File: src/rtl/itp_pkg.sv
package itp_pkg;

	localparam int STACK_DEPTH = 32;
	localparam int RANK_W      = 16;
	localparam int CNT_W       = $clog2(STACK_DEPTH + 1);
	localparam int IDX_W       = $clog2(STACK_DEPTH);
	localparam int CFG_IDX_W   = 1;

	localparam logic [CFG_IDX_W-1:0] CFG_CHECK_SYNTAX = 1'b0;
	localparam logic [CFG_IDX_W-1:0] CFG_POP_ON_EQUAL = 1'b1;

	localparam logic [7:0] CH_OPEN  = 8'h28;
	localparam logic [7:0] CH_CLOSE = 8'h29;
	localparam logic [7:0] CH_PLUS  = 8'h2b;
	localparam logic [7:0] CH_MINUS = 8'h2d;
	localparam logic [7:0] CH_MUL   = 8'h2a;
	localparam logic [7:0] CH_DIV   = 8'h2f;
	localparam logic [7:0] CH_MOD   = 8'h25;
	localparam logic [7:0] CH_POW   = 8'h5e;
	localparam logic [7:0] CH_SPACE = 8'h20;
	localparam logic [7:0] CH_TAB   = 8'h09;
	localparam logic [7:0] CH_CR    = 8'h0d;

	// ordered by binding strength; operator compares rely on it
	typedef enum logic [2:0] {
		CLS_OPERAND = 3'd0,
		CLS_OPEN    = 3'd1,
		CLS_CLOSE   = 3'd2,
		CLS_SUM     = 3'd3,
		CLS_MUL     = 3'd4,
		CLS_POW     = 3'd5
	} cls_t;

	typedef enum logic [2:0] {
		ST_OK        = 3'd0,
		ST_OPND_OPND = 3'd1,
		ST_OPR_OPR   = 3'd2,
		ST_BRACKET   = 3'd3,
		ST_MANY_OPR  = 3'd4,
		ST_MANY_OPND = 3'd5,
		ST_OVERFLOW  = 3'd6
	} status_t;

	typedef struct packed {
		logic [7:0] ch;
		logic       end_of_expr;
		cls_t       cls;
		logic       space;
	} item_t;

	typedef struct packed {
		logic [7:0] out_char;
		logic       has_char;
		status_t    status;
		logic       last;
	} result_t;

	typedef struct packed {
		logic check_syntax;
		logic pop_on_equal;
	} cfg_t;

	function automatic cls_t class_of(input logic [7:0] c);
		cls_t r;
		unique case (c)
			CH_OPEN:                  r = CLS_OPEN;
			CH_CLOSE:                 r = CLS_CLOSE;
			CH_PLUS, CH_MINUS:        r = CLS_SUM;
			CH_MUL, CH_DIV, CH_MOD:   r = CLS_MUL;
			CH_POW:                   r = CLS_POW;
			default:                  r = CLS_OPERAND;
		endcase
		return r;
	endfunction

endpackage

File: src/rtl/itp_in_if.sv
interface itp_in_if import itp_pkg::*; ();
	logic       valid;
	logic       ready;
	logic [7:0] in_char;
	logic       end_of_expr;

	modport source (output valid, output in_char, output end_of_expr, input ready);
	modport sink (input valid, input in_char, input end_of_expr, output ready);
endinterface

File: src/rtl/itp_out_if.sv
interface itp_out_if import itp_pkg::*; ();
	logic       valid;
	logic       ready;
	logic [7:0] out_char;
	logic       has_char;
	logic [2:0] status;
	logic       last;

	modport source (output valid, output out_char, output has_char, output status,
		output last, input ready);
	modport sink (input valid, input out_char, input has_char, input status,
		input last, output ready);
endinterface

File: src/rtl/itp_cfg_if.sv
interface itp_cfg_if import itp_pkg::*; ();
	logic                 valid;
	logic                 ready;
	logic [CFG_IDX_W-1:0] index;
	logic                 data;

	modport source (output valid, output index, output data, input ready);
	modport sink (input valid, input index, input data, output ready);
endinterface

File: src/rtl/infix_to_postfix_converter.sv
// Infix to postfix converter, shunting-yard style.
// expr: one ASCII character per item (in_char), or an end item (end_of_expr)
//   that drains the operator stack and closes the run with a status result.
// postfix: result items; out_char/has_char for an emitted character, status
//   on the closing or error result, last on the final result of each item.
// cfg: register writes, index 0 check_syntax, index 1 pop_on_equal; always ready.
// Back-end steps: operands, spaces, open brackets and ignored items are handled
//   as they are taken. An operator is taken, then pushed; a close bracket is
//   taken, drops the open bracket, refills the top, then is released; an end
//   item is taken, then closes, or closes at once after an error. Each operator
//   popped off the stack is emitted, then the top register is refilled from the
//   stack RAM's registered read; a pop followed by an error or the end status
//   adds a release step; an error ends an item early.
// The front end classifies items into a two-entry queue, so input keeps
//   flowing while the back end pops or the receiver stalls, until the queue fills.
// Reset: run state cleared, check_syntax on, pop_on_equal off; stack RAM holds
//   garbage but only entries below the stack pointer are used.
// A stalled receiver holds the output register; the back end waits for it.
module infix_to_postfix_converter import itp_pkg::*; (
	input  logic       clk,
	input  logic       arst_n,
	itp_in_if.sink     expr,
	itp_out_if.source  postfix,
	itp_cfg_if.sink    cfg
);
	cfg_t  cfg_q;
	item_t q_item;
	logic  q_valid;
	logic  q_ready;

	// configuration registers; the user must write them only while idle, the block itself does not enforce it
	assign cfg.ready = 1'b1;

	always_ff @(posedge clk or negedge arst_n) begin
		if (!arst_n) begin
			cfg_q.check_syntax <= 1'b1;
			cfg_q.pop_on_equal <= 1'b0;
		end else if (cfg.valid) begin
			unique case (cfg.index)
				CFG_CHECK_SYNTAX: cfg_q.check_syntax <= cfg.data;
				CFG_POP_ON_EQUAL: cfg_q.pop_on_equal <= cfg.data;
				default: begin
				end
			endcase
		end
	end

	// front: accept and classify
	itp_front u_front (
		.clk    (clk),
		.arst_n (arst_n),
		.expr   (expr),
		.q_item (q_item),
		.q_valid(q_valid),
		.q_ready(q_ready)
	);

	// back: operator stack, emit sequencing, output register
	itp_back u_back (
		.clk       (clk),
		.arst_n    (arst_n),
		.cfg       (cfg_q),
		.item      (q_item),
		.item_valid(q_valid),
		.item_ready(q_ready),
		.postfix   (postfix)
	);
endmodule

File: src/rtl/itp_ram.sv
module itp_ram #(
	parameter int WIDTH = 8,
	parameter int DEPTH = 32
) (
	input  logic                     clk,
	input  logic                     we,
	input  logic [$clog2(DEPTH)-1:0] waddr,
	input  logic [WIDTH-1:0]         wdata,
	input  logic [$clog2(DEPTH)-1:0] raddr,
	output logic [WIDTH-1:0]         rdata
);
	logic [WIDTH-1:0] mem [DEPTH];

	always_ff @(posedge clk) begin
		if (we) begin
			mem[waddr] <= wdata;
		end
		rdata <= mem[raddr];
	end
endmodule

File: src/rtl/itp_front.sv
module itp_front import itp_pkg::*; (
	input  logic         clk,
	input  logic         arst_n,
	itp_in_if.sink       expr,
	output item_t        q_item,
	output logic         q_valid,
	input  logic         q_ready
);
	// two-entry queue of classified items
	item_t      ent_q [2];
	logic       wr_ptr_q;
	logic       rd_ptr_q;
	logic [1:0] fill_q;
	item_t      cls_item;
	logic       push;
	logic       pop;

	always_comb begin
		cls_item.ch          = expr.in_char;
		cls_item.end_of_expr = expr.end_of_expr;
		cls_item.cls         = class_of(expr.in_char);
		cls_item.space       = (expr.in_char == CH_SPACE) ||
			((expr.in_char >= CH_TAB) && (expr.in_char <= CH_CR));
	end

	assign expr.ready = (fill_q != 2'd2);
	assign q_valid    = (fill_q != 2'd0);
	assign q_item     = ent_q[rd_ptr_q];
	assign push       = expr.valid && expr.ready;
	assign pop        = q_valid && q_ready;

	always_ff @(posedge clk) begin
		if (push) begin
			ent_q[wr_ptr_q] <= cls_item;
		end
	end

	always_ff @(posedge clk or negedge arst_n) begin
		if (!arst_n) begin
			wr_ptr_q <= 1'b0;
			rd_ptr_q <= 1'b0;
			fill_q   <= 2'd0;
		end else begin
			if (push) begin
				wr_ptr_q <= ~wr_ptr_q;
			end
			if (pop) begin
				rd_ptr_q <= ~rd_ptr_q;
			end
			fill_q <= fill_q + {1'b0, push} - {1'b0, pop};
		end
	end
endmodule

File: src/rtl/itp_back.sv
module itp_back import itp_pkg::*; (
	input  logic         clk,
	input  logic         arst_n,
	input  cfg_t         cfg,
	input  item_t        item,
	input  logic         item_valid,
	output logic         item_ready,
	itp_out_if.source    postfix
);
	typedef enum logic [1:0] {
		BK_IDLE,
		BK_LOOP,
		BK_REFILL,
		BK_FIN
	} bk_state_t;

	typedef enum logic [1:0] {
		KIND_CLOSE,
		KIND_OP,
		KIND_END
	} kind_t;

	typedef struct packed {
		logic       deq;
		logic       emit;
		logic       fin;
		logic       err;
		logic       clr;
		logic       push;
		logic       pop;
		logic       drop_open;
		logic       rank_inc;
		logic       set_prev;
		logic       load_cur;
		logic       go_loop;
		logic       go_refill;
		logic       done;
		logic [7:0] res_char;
		logic       res_has;
		status_t    res_status;
		logic [7:0] push_char;
		cls_t       push_cls;
	} act_t;

	bk_state_t         state_q, state_d;
	act_t              act;

	logic [CNT_W-1:0]  cnt_q;
	logic [RANK_W-1:0] rank_q;
	logic [7:0]        top_q;
	cls_t              top_cls_q;
	cls_t              prev_q;
	logic              hold_q;
	status_t           code_q;
	logic              nonempty_q;
	item_t             cur_q;
	kind_t             kind_q;
	logic              done_q;

	result_t           out_q;
	logic              out_v_q;
	result_t           pend_q;
	logic              pend_v_q;
	result_t           new_res;

	logic              out_free;
	logic              full;
	logic              low_rank;
	logic              op_go;
	logic [7:0]        rd_data;
	logic [IDX_W-1:0]  rd_addr;

	assign out_free = !out_v_q || postfix.ready;
	assign full     = (cnt_q == CNT_W'(STACK_DEPTH));
	assign low_rank = (rank_q < RANK_W'(2));
	assign op_go    = cfg.pop_on_equal ? (cur_q.cls <= top_cls_q) : (cur_q.cls < top_cls_q);
	// entry below the top; its registered read is valid in the cycle after a pop
	assign rd_addr  = IDX_W'(cnt_q - CNT_W'(2));

	itp_ram #(
		.WIDTH(8),
		.DEPTH(STACK_DEPTH)
	) u_stack (
		.clk  (clk),
		.we   (act.push),
		.waddr(cnt_q[IDX_W-1:0]),
		.wdata(act.push_char),
		.raddr(rd_addr),
		.rdata(rd_data)
	);

	// decision for this cycle
	always_comb begin
		logic    want_pop;
		logic    fail;
		status_t code;
		want_pop = 1'b0;
		fail     = 1'b0;
		code     = ST_OK;
		act      = '0;
		unique case (state_q)
			BK_IDLE: begin
				if (item_valid && out_free) begin
					act.deq = 1'b1;
					if (item.end_of_expr) begin
						if (hold_q) begin
							act.emit       = 1'b1;
							act.res_status = code_q;
							act.fin        = 1'b1;
							act.clr        = 1'b1;
						end else begin
							act.load_cur = 1'b1;
							act.go_loop  = 1'b1;
						end
					end else if (hold_q || (item.cls == CLS_OPERAND && item.space)) begin
						act.fin = 1'b1;
					end else begin
						if (cfg.check_syntax && item.cls != CLS_OPEN &&
							item.cls != CLS_CLOSE) begin
							if (prev_q == CLS_OPERAND && item.cls == CLS_OPERAND) begin
								fail = 1'b1;
								code = ST_OPND_OPND;
							end else if (prev_q != CLS_OPERAND && item.cls != CLS_OPERAND) begin
								fail = 1'b1;
								code = ST_OPR_OPR;
							end else begin
								act.set_prev = 1'b1;
							end
						end
						if (!fail) begin
							priority case (item.cls)
								CLS_OPERAND: begin
									act.emit     = 1'b1;
									act.res_char = item.ch;
									act.res_has  = 1'b1;
									act.fin      = 1'b1;
									act.rank_inc = 1'b1;
								end
								CLS_OPEN: begin
									if (full) begin
										fail = 1'b1;
										code = ST_OVERFLOW;
									end else begin
										act.push      = 1'b1;
										act.push_char = item.ch;
										act.push_cls  = item.cls;
										act.fin       = 1'b1;
									end
								end
								default: begin
									act.load_cur = 1'b1;
									act.go_loop  = 1'b1;
								end
							endcase
						end
						if (fail) begin
							act.emit       = 1'b1;
							act.res_status = code;
							act.fin        = 1'b1;
							act.err        = 1'b1;
						end
					end
				end
			end
			BK_LOOP: begin
				if (out_free) begin
					unique case (kind_q)
						KIND_CLOSE: begin
							if (cnt_q == '0) begin
								fail = 1'b1;
								code = ST_BRACKET;
							end else if (top_cls_q == CLS_OPEN) begin
								act.drop_open = 1'b1;
								act.go_refill = 1'b1;
								act.done      = 1'b1;
							end else begin
								want_pop = 1'b1;
							end
						end
						KIND_OP: begin
							if (cnt_q != '0 && op_go) begin
								want_pop = 1'b1;
							end else if (full) begin
								fail = 1'b1;
								code = ST_OVERFLOW;
							end else begin
								act.push      = 1'b1;
								act.push_char = cur_q.ch;
								act.push_cls  = cur_q.cls;
								act.fin       = 1'b1;
							end
						end
						default: begin
							// end item: drain, then close with a status result
							if (cnt_q != '0) begin
								if (top_cls_q == CLS_OPEN) begin
									fail = 1'b1;
									code = ST_BRACKET;
								end else begin
									want_pop = 1'b1;
								end
							end else begin
								fail = 1'b1;
								code = (nonempty_q && rank_q > RANK_W'(1)) ? ST_MANY_OPND : ST_OK;
							end
						end
					endcase
					if (want_pop) begin
						if (low_rank) begin
							fail = 1'b1;
							code = ST_MANY_OPR;
						end else begin
							act.pop       = 1'b1;
							act.emit      = 1'b1;
							act.res_char  = top_q;
							act.res_has   = 1'b1;
							act.go_refill = 1'b1;
						end
					end
					if (fail) begin
						act.emit       = 1'b1;
						act.res_status = code;
						act.fin        = 1'b1;
						act.err        = (kind_q != KIND_END);
						act.clr        = (kind_q == KIND_END);
					end
				end
			end
			BK_FIN: begin
				act.fin = out_free;
			end
			default: begin
				// top refill from the stack memory, no action
			end
		endcase
	end

	always_comb begin
		state_d = state_q;
		unique case (state_q)
			BK_IDLE: begin
				if (act.go_loop) begin
					state_d = BK_LOOP;
				end
			end
			BK_LOOP: begin
				if (act.go_refill) begin
					state_d = BK_REFILL;
				end else if (act.emit && act.fin && pend_v_q) begin
					state_d = BK_FIN;
				end else if (act.fin) begin
					state_d = BK_IDLE;
				end
			end
			BK_REFILL: begin
				state_d = done_q ? BK_FIN : BK_LOOP;
			end
			default: begin
				if (act.fin) begin
					state_d = BK_IDLE;
				end
			end
		endcase
	end

	assign item_ready = act.deq;

	assign new_res = '{out_char: act.res_char, has_char: act.res_has,
		status: act.res_status, last: 1'b0};

	// payload registers
	always_ff @(posedge clk) begin
		if (act.load_cur) begin
			cur_q <= item;
			if (item.end_of_expr) begin
				kind_q <= KIND_END;
			end else if (item.cls == CLS_CLOSE) begin
				kind_q <= KIND_CLOSE;
			end else begin
				kind_q <= KIND_OP;
			end
		end
		if (act.push) begin
			top_q     <= act.push_char;
			top_cls_q <= act.push_cls;
		end else if (state_q == BK_REFILL) begin
			top_q     <= rd_data;
			top_cls_q <= class_of(rd_data);
		end
		if (act.emit && pend_v_q) begin
			out_q  <= '{out_char: pend_q.out_char, has_char: pend_q.has_char,
				status: pend_q.status, last: 1'b0};
			pend_q <= new_res;
		end else if (act.emit && act.fin) begin
			out_q <= '{out_char: act.res_char, has_char: act.res_has,
				status: act.res_status, last: 1'b1};
		end else if (act.emit) begin
			pend_q <= new_res;
		end else if (act.fin && pend_v_q) begin
			out_q <= '{out_char: pend_q.out_char, has_char: pend_q.has_char,
				status: pend_q.status, last: 1'b1};
		end
	end

	// control and run state
	always_ff @(posedge clk or negedge arst_n) begin
		if (!arst_n) begin
			state_q    <= BK_IDLE;
			cnt_q      <= '0;
			rank_q     <= '0;
			prev_q     <= CLS_SUM;
			hold_q     <= 1'b0;
			code_q     <= ST_OK;
			nonempty_q <= 1'b0;
			done_q     <= 1'b0;
			out_v_q    <= 1'b0;
			pend_v_q   <= 1'b0;
		end else begin
			state_q <= state_d;
			if (act.load_cur) begin
				done_q <= 1'b0;
			end else if (act.done) begin
				done_q <= 1'b1;
			end
			if (act.push) begin
				cnt_q <= cnt_q + CNT_W'(1);
			end else if (act.pop || act.drop_open) begin
				cnt_q <= cnt_q - CNT_W'(1);
			end
			if (act.pop) begin
				rank_q <= rank_q - RANK_W'(1);
			end else if (act.rank_inc && rank_q != '1) begin
				rank_q <= rank_q + RANK_W'(1);
			end
			if (act.pop || act.rank_inc) begin
				nonempty_q <= 1'b1;
			end
			if (act.set_prev) begin
				prev_q <= item.cls;
			end
			if (act.err) begin
				hold_q <= 1'b1;
				code_q <= act.res_status;
			end
			if (act.clr) begin
				cnt_q      <= '0;
				rank_q     <= '0;
				prev_q     <= CLS_SUM;
				hold_q     <= 1'b0;
				code_q     <= ST_OK;
				nonempty_q <= 1'b0;
			end
			// output register and held result
			if (act.emit && pend_v_q) begin
				out_v_q <= 1'b1;
			end else if (act.emit && act.fin) begin
				out_v_q <= 1'b1;
			end else if (act.emit) begin
				pend_v_q <= 1'b1;
				if (postfix.ready) begin
					out_v_q <= 1'b0;
				end
			end else if (act.fin && pend_v_q) begin
				out_v_q  <= 1'b1;
				pend_v_q <= 1'b0;
			end else if (postfix.ready) begin
				out_v_q <= 1'b0;
			end
		end
	end

	assign postfix.valid    = out_v_q;
	assign postfix.out_char = out_q.out_char;
	assign postfix.has_char = out_q.has_char;
	assign postfix.status   = out_q.status;
	assign postfix.last     = out_q.last;
endmodule

File: src/flat_wrapper.sv
// flat-port wrapper written by rule: the top's interface ports become plain ports
module infix_to_postfix_converter_flat import itp_pkg::*;
  (clk, arst_n, expr_valid, expr_in_char, expr_end_of_expr, expr_ready, postfix_valid, postfix_out_char, postfix_has_char, postfix_status, postfix_last, postfix_ready, cfg_valid, cfg_index, cfg_data, cfg_ready);
  itp_in_if expr_i ();
  itp_out_if postfix_i ();
  itp_cfg_if cfg_i ();
  input  logic clk;
  input  logic arst_n;
  input wire logic [$bits(expr_i.valid)-1:0] expr_valid;
  input wire logic [$bits(expr_i.in_char)-1:0] expr_in_char;
  input wire logic [$bits(expr_i.end_of_expr)-1:0] expr_end_of_expr;
  output wire logic [$bits(expr_i.ready)-1:0] expr_ready;
  output wire logic [$bits(postfix_i.valid)-1:0] postfix_valid;
  output wire logic [$bits(postfix_i.out_char)-1:0] postfix_out_char;
  output wire logic [$bits(postfix_i.has_char)-1:0] postfix_has_char;
  output wire logic [$bits(postfix_i.status)-1:0] postfix_status;
  output wire logic [$bits(postfix_i.last)-1:0] postfix_last;
  input wire logic [$bits(postfix_i.ready)-1:0] postfix_ready;
  input wire logic [$bits(cfg_i.valid)-1:0] cfg_valid;
  input wire logic [$bits(cfg_i.index)-1:0] cfg_index;
  input wire logic [$bits(cfg_i.data)-1:0] cfg_data;
  output wire logic [$bits(cfg_i.ready)-1:0] cfg_ready;
  assign expr_i.valid = expr_valid;
  assign expr_i.in_char = expr_in_char;
  assign expr_i.end_of_expr = expr_end_of_expr;
  assign expr_ready = expr_i.ready;
  assign postfix_valid = postfix_i.valid;
  assign postfix_out_char = postfix_i.out_char;
  assign postfix_has_char = postfix_i.has_char;
  assign postfix_status = postfix_i.status;
  assign postfix_last = postfix_i.last;
  assign postfix_i.ready = postfix_ready;
  assign cfg_i.valid = cfg_valid;
  assign cfg_i.index = cfg_index;
  assign cfg_i.data = cfg_data;
  assign cfg_ready = cfg_i.ready;
  infix_to_postfix_converter u_core (.clk(clk), .arst_n(arst_n), .expr(expr_i), .postfix(postfix_i), .cfg(cfg_i));
endmodule
File: config.mk
export PLATFORM = sky130hd
export DESIGN_NAME = infix_to_postfix_converter_flat
export DESIGN_NICKNAME = d
export VERILOG_FILES = /design/src/rtl/itp_pkg.sv /design/src/rtl/itp_in_if.sv /design/src/rtl/itp_out_if.sv /design/src/rtl/itp_cfg_if.sv /design/src/rtl/infix_to_postfix_converter.sv /design/src/rtl/itp_ram.sv /design/src/rtl/itp_front.sv /design/src/rtl/itp_back.sv /design/src/flat_wrapper.sv
export SDC_FILE = /design/constraint.sdc
export NUM_CORES = 1
export LEC_CHECK = 0
export BUFFER_PORTS_ARGS = -buffer_cell sky130_fd_sc_hd__buf_2
export CAP_MARGIN = 25
export CORE_ASPECT_RATIO = 0.8
export CORE_UTILIZATION = 38
export CTS_CLUSTER_SIZE = 24
export DETAILED_ROUTE_END_ITERATION = 8
export PLACE_DENSITY_LB_ADDON = 0.12
export SLEW_MARGIN = 20
export SYNTH_ARGS = -nofsm -noshare
export SYNTH_HDL_FRONTEND = slang
export SYNTH_HIERARCHICAL = 1
export SYNTH_SLANG_ARGS = --single-unit
File: constraint.sdc
create_clock -name clk -period 4.1 [get_ports clk]
set_input_delay 1.025 -clock clk [delete_from_list [all_inputs] [get_ports clk]]
set_output_delay 1.025 -clock clk [all_outputs]
set_load 0.005 [all_outputs]
==> results.md <==
* Outcome: finished clean
* Area of the mapped netlist at 16,200 um2
* DRC errors left at 0
* Worst setup EP type: flip-flop
* CTS tree: built
* Max_cap viols at 0
* Data arrival time of the worst path at 3810 ps
* Final period util at 88.9%
* Post-Syn Nets at 991
* Ys flop type: edfxtp_1
* Unrepaired setup endpoints after global routing: false
* Clock slew at reported path FFs at 60 ps
* Chip Height at 187 um
* Synth unique cells at 78
* Worst vdd ir at 0.375 mV
* Nets at 1,085
* Crit path launch type: flip-flop
* PostCTS Resize Cnt at 0
* DRT Wirelength at 37,600 um
* DR iter-0 viols at 728
* Die Area at 43,500 um2
* Drt pass-1 iters at 5
* Sequential share of the synthesized area at 68.5%
* Inst Count DP at 1,563
* Final ANT Viol Nets at 0
* Fin crit period at 3640 ps
* GPL Wtd Cong at 0.825
* First-pass GRT wire length at 57,800 um
* Design Area, Final at 18,600 um2
* Total Routing Usage GR at 18.0%
* DP Area at 17,400 um2
* HP Class: in -> async
* R2R Path Start: u_core/u_front/rd_ptr_q
* ANT cells at 0
* Rows at 67
* Core area at 42,000 um2
* Reg-to-Reg End: u_core/u_back/postfix.out_char[5]
* P per Cell Area at 758 nW/um2
* Total negative slack at 0 ps
* Worst-skew pair later-pin latency at 540 ps
* Port Buf Inserts at 30
* Post-synth ARST share at 10.8%
* Crit path kind: reg -> reg
* Largest net degree at the start of global routing at 72
* Post-CTS Setup Bufs at 0
* Synth top area cells: edfxtp_1 (61%), mux4_2 (11%), dfrtp_1 (5.9%)
* #FFs+latches synth at 380
* Final-report hold violation count at 0
* Max-slew violations at 0
* Area leader, netlist: edfxtp_1
* Fmax at 274 MHz
* Register-to-Register Path Depth at 10
* Congestion Overflow GR at 0
* CTS Buf Count at 40
* Yosys warning count at 6
* Share of cells above drive strength 1 at 26.9%
* Worst EP required at 4270 ps
* Clock Tree Root: clkbuf_16
* Ports at 32
* Clock Sinks at 380
* Reg2Reg Setup Slack at 460 ps
* DR vias at 8,874
* Vias in the first global route at 8,870
* Initial antenna violation count at 0
* Worst-margin pin slew at 771 ps
* Filler Cells Inserted at 3,667
* Hold_buf cts at 0
* Maximum clock insertion buffer count at 3
* Setup Skew at 23.4 ps
* Fin cells at 1,633
* DR vias/cell at 5.43
* H-tree lvl count at 2
* Mean post-synth cell area at 16.9 um2
* Synth top area share at 61.1%
* Slew Limit Headroom at 48.5%
* Area growth from synthesis to layout at 14.5%
* Routed len/inst at 23.0 um
* Leakage power at 6.59 nW
* Finish-stage setup viols at 0
* Die Span X at 233 um
* Max FO, Critical Path at 13
* Cells after synthesis at 959
* Post-detail-place hpwl at 24,200 um
* Initial Util at 38.6%
* Number of enable flip-flop cells after synthesis at 330
==> power by group <==
group          switching (mW)  leakage (nW)  total, mW  internal [mW]
clock                    1.48         0.588       3.41           1.94
combinational            2.95          2.20       5.28           2.33
sequential              0.398          3.80       5.39           4.99
==> cells in the mapped netlist, types with 4 or more instances <==
cell type,number
ha_1,15
nor3_1,12
mux2_4,11
edfxtp_1,330
mux2_2,23
nand3_1,13
dfrtp_1,38
xor2_1,9
nand2b_1,5
a22o_1,17
dfxtp_1,9
buf_1,5
mux4_2,80
a21o_1,12
nand3b_1,8
o22ai_1,6
buf_6,4
inv_1,26
nor2_1,87
mux2i_1,5
xnor2_1,19
nor4_1,8
o21a_1,7
buf_2,9
nor2b_1,5
and3_1,4
clkbuf_1,16
nand4_1,12
nand2_1,43
a21oi_1,25
a31oi_1,4
o21ai_0,15
buf_4,8
==> area by class of cell <==
| type | instances | area (um2) | share of cell area, % |
|---|---|---|---|
| Clock buffer | 53 | 1090 | 5.87 |
| Clock inverter | 17 | 118 | 0.633 |
| Inverter | 26 | 97.6 | 0.525 |
| Multi-Input combinational cell | 510 | 4790 | 25.8 |
| Sequential cell | 380 | 11100 | 59.9 |
| Tap cell | 552 | 691 | 3.72 |
| Timing Repair Buffer | 95 | 676 | 3.64 |
==> per-stage QoR <==
stage	setup WS (ps)	power, mW	utilization (%)	hold WS (ps)
after floorplan	199	9.01	-	460
final	456	14.1	44.2	454
after global routing	146	14.9	44.2	480
after global placement	413	10.8	41.4	454
after CTS	464	14.2	44.2	455
after detailed placement	336	10.8	41.4	464
==> logic make-up after synthesis <==
kind of cell,after synthesis,share of synthesized area [%]
and+or+nand+nor,234,7.67
muxes,120,14.1
adders and majority gates,17,1.34
buffers and inverters,69,2.10
xor gates and xnor gates,28,1.51
other,1,0.0231
AOI/OAI and AO/OA,110,4.73
DFF,380,68.5
==> worst max path at each step <==
stage / startpoint / to / slack, ps / cells past startpoint
4_1_cts: u_core/u_front/rd_ptr_q / u_core/u_back/postfix.out_char[1] / 460 / 10
6_report: u_core/u_front/rd_ptr_q / u_core/u_back/postfix.out_char[5] / 460 / 10
3_5_place_dp: postfix_ready / u_core/u_back/cnt_q[5] / 340 / 14
2_1_floorplan: u_core/u_front/rd_ptr_q / u_core/u_back/pend_q[10] / 200 / 10
3_3_place_gp: postfix_ready / u_core/u_back/u_stack/mem[20][6] / 410 / 10
5_1_grt: u_core/u_front/rd_ptr_q / u_core/u_back/postfix.out_char[1] / 150 / 10
==> sequential cells by signal, summed over array words and instances, names as in the netlist, 2 cells and up <==
register,flops
u_core/u_back/u_stack/mem,256
u_core/u_front/ent_q,26
u_core/u_back/rank_q,16
u_core/u_back/pend_q,12
u_core/u_back/cur_q,11
u_core/u_back/postfix.out_char,8
u_core/u_back/top_q,8
u_core/u_back/u_stack/rdata,8
u_core/u_back/cnt_q,6
u_core/u_back/code_q,3
u_core/u_back/postfix.status,3
u_core/u_back/prev_q,3
u_core/u_back/top_cls_q,3
u_core/cfg_q,2
u_core/u_back/kind_q,2
u_core/u_back/state_q,2
u_core/u_front/fill_q,2
==> metal layers <==
| layer | vias up | wire [um] | global-route usage (%) |
|---|---|---|---|
| li1 | 3976 | - | - |
| met1 | 4672 | 19100 | 28.7 |
| met2 | 179 | 16100 | 25.4 |
| met3 | 47 | 1850 | 3.43 |
| met4 | 0 | 520 | 3.72 |
| met5 | - | 0 | 0 |
==> critical path: stages (launching register included) <==
cell     delay, ps
dfrtp_1        510
mux2_2         450
or2_1          260
nor2_1         150
ha_1           260
nor2b_1        320
a21oi_1        130
o21ai_0        210
nand2_1        160
nand2_1        190
maj3_1         620
==> placed cells by master, fill, tap and decap left out, types with 11 or more instances in the layout <==
master / instances
buf_4: 62
nand4_1: 12
a22o_1: 17
clkbuf_16: 41
edfxtp_1: 330
ha_1: 15
a21o_1: 12
a21oi_1: 25
nor3_1: 12
buf_2: 30
mux2_4: 11
dfrtp_1: 37
nand2_1: 43
nand3_1: 13
mux4_2: 80
o21ai_0: 15
mux2_2: 23
inv_1: 25
nor2_1: 86
xnor2_1: 18
(Power assumes the default switching activity.)
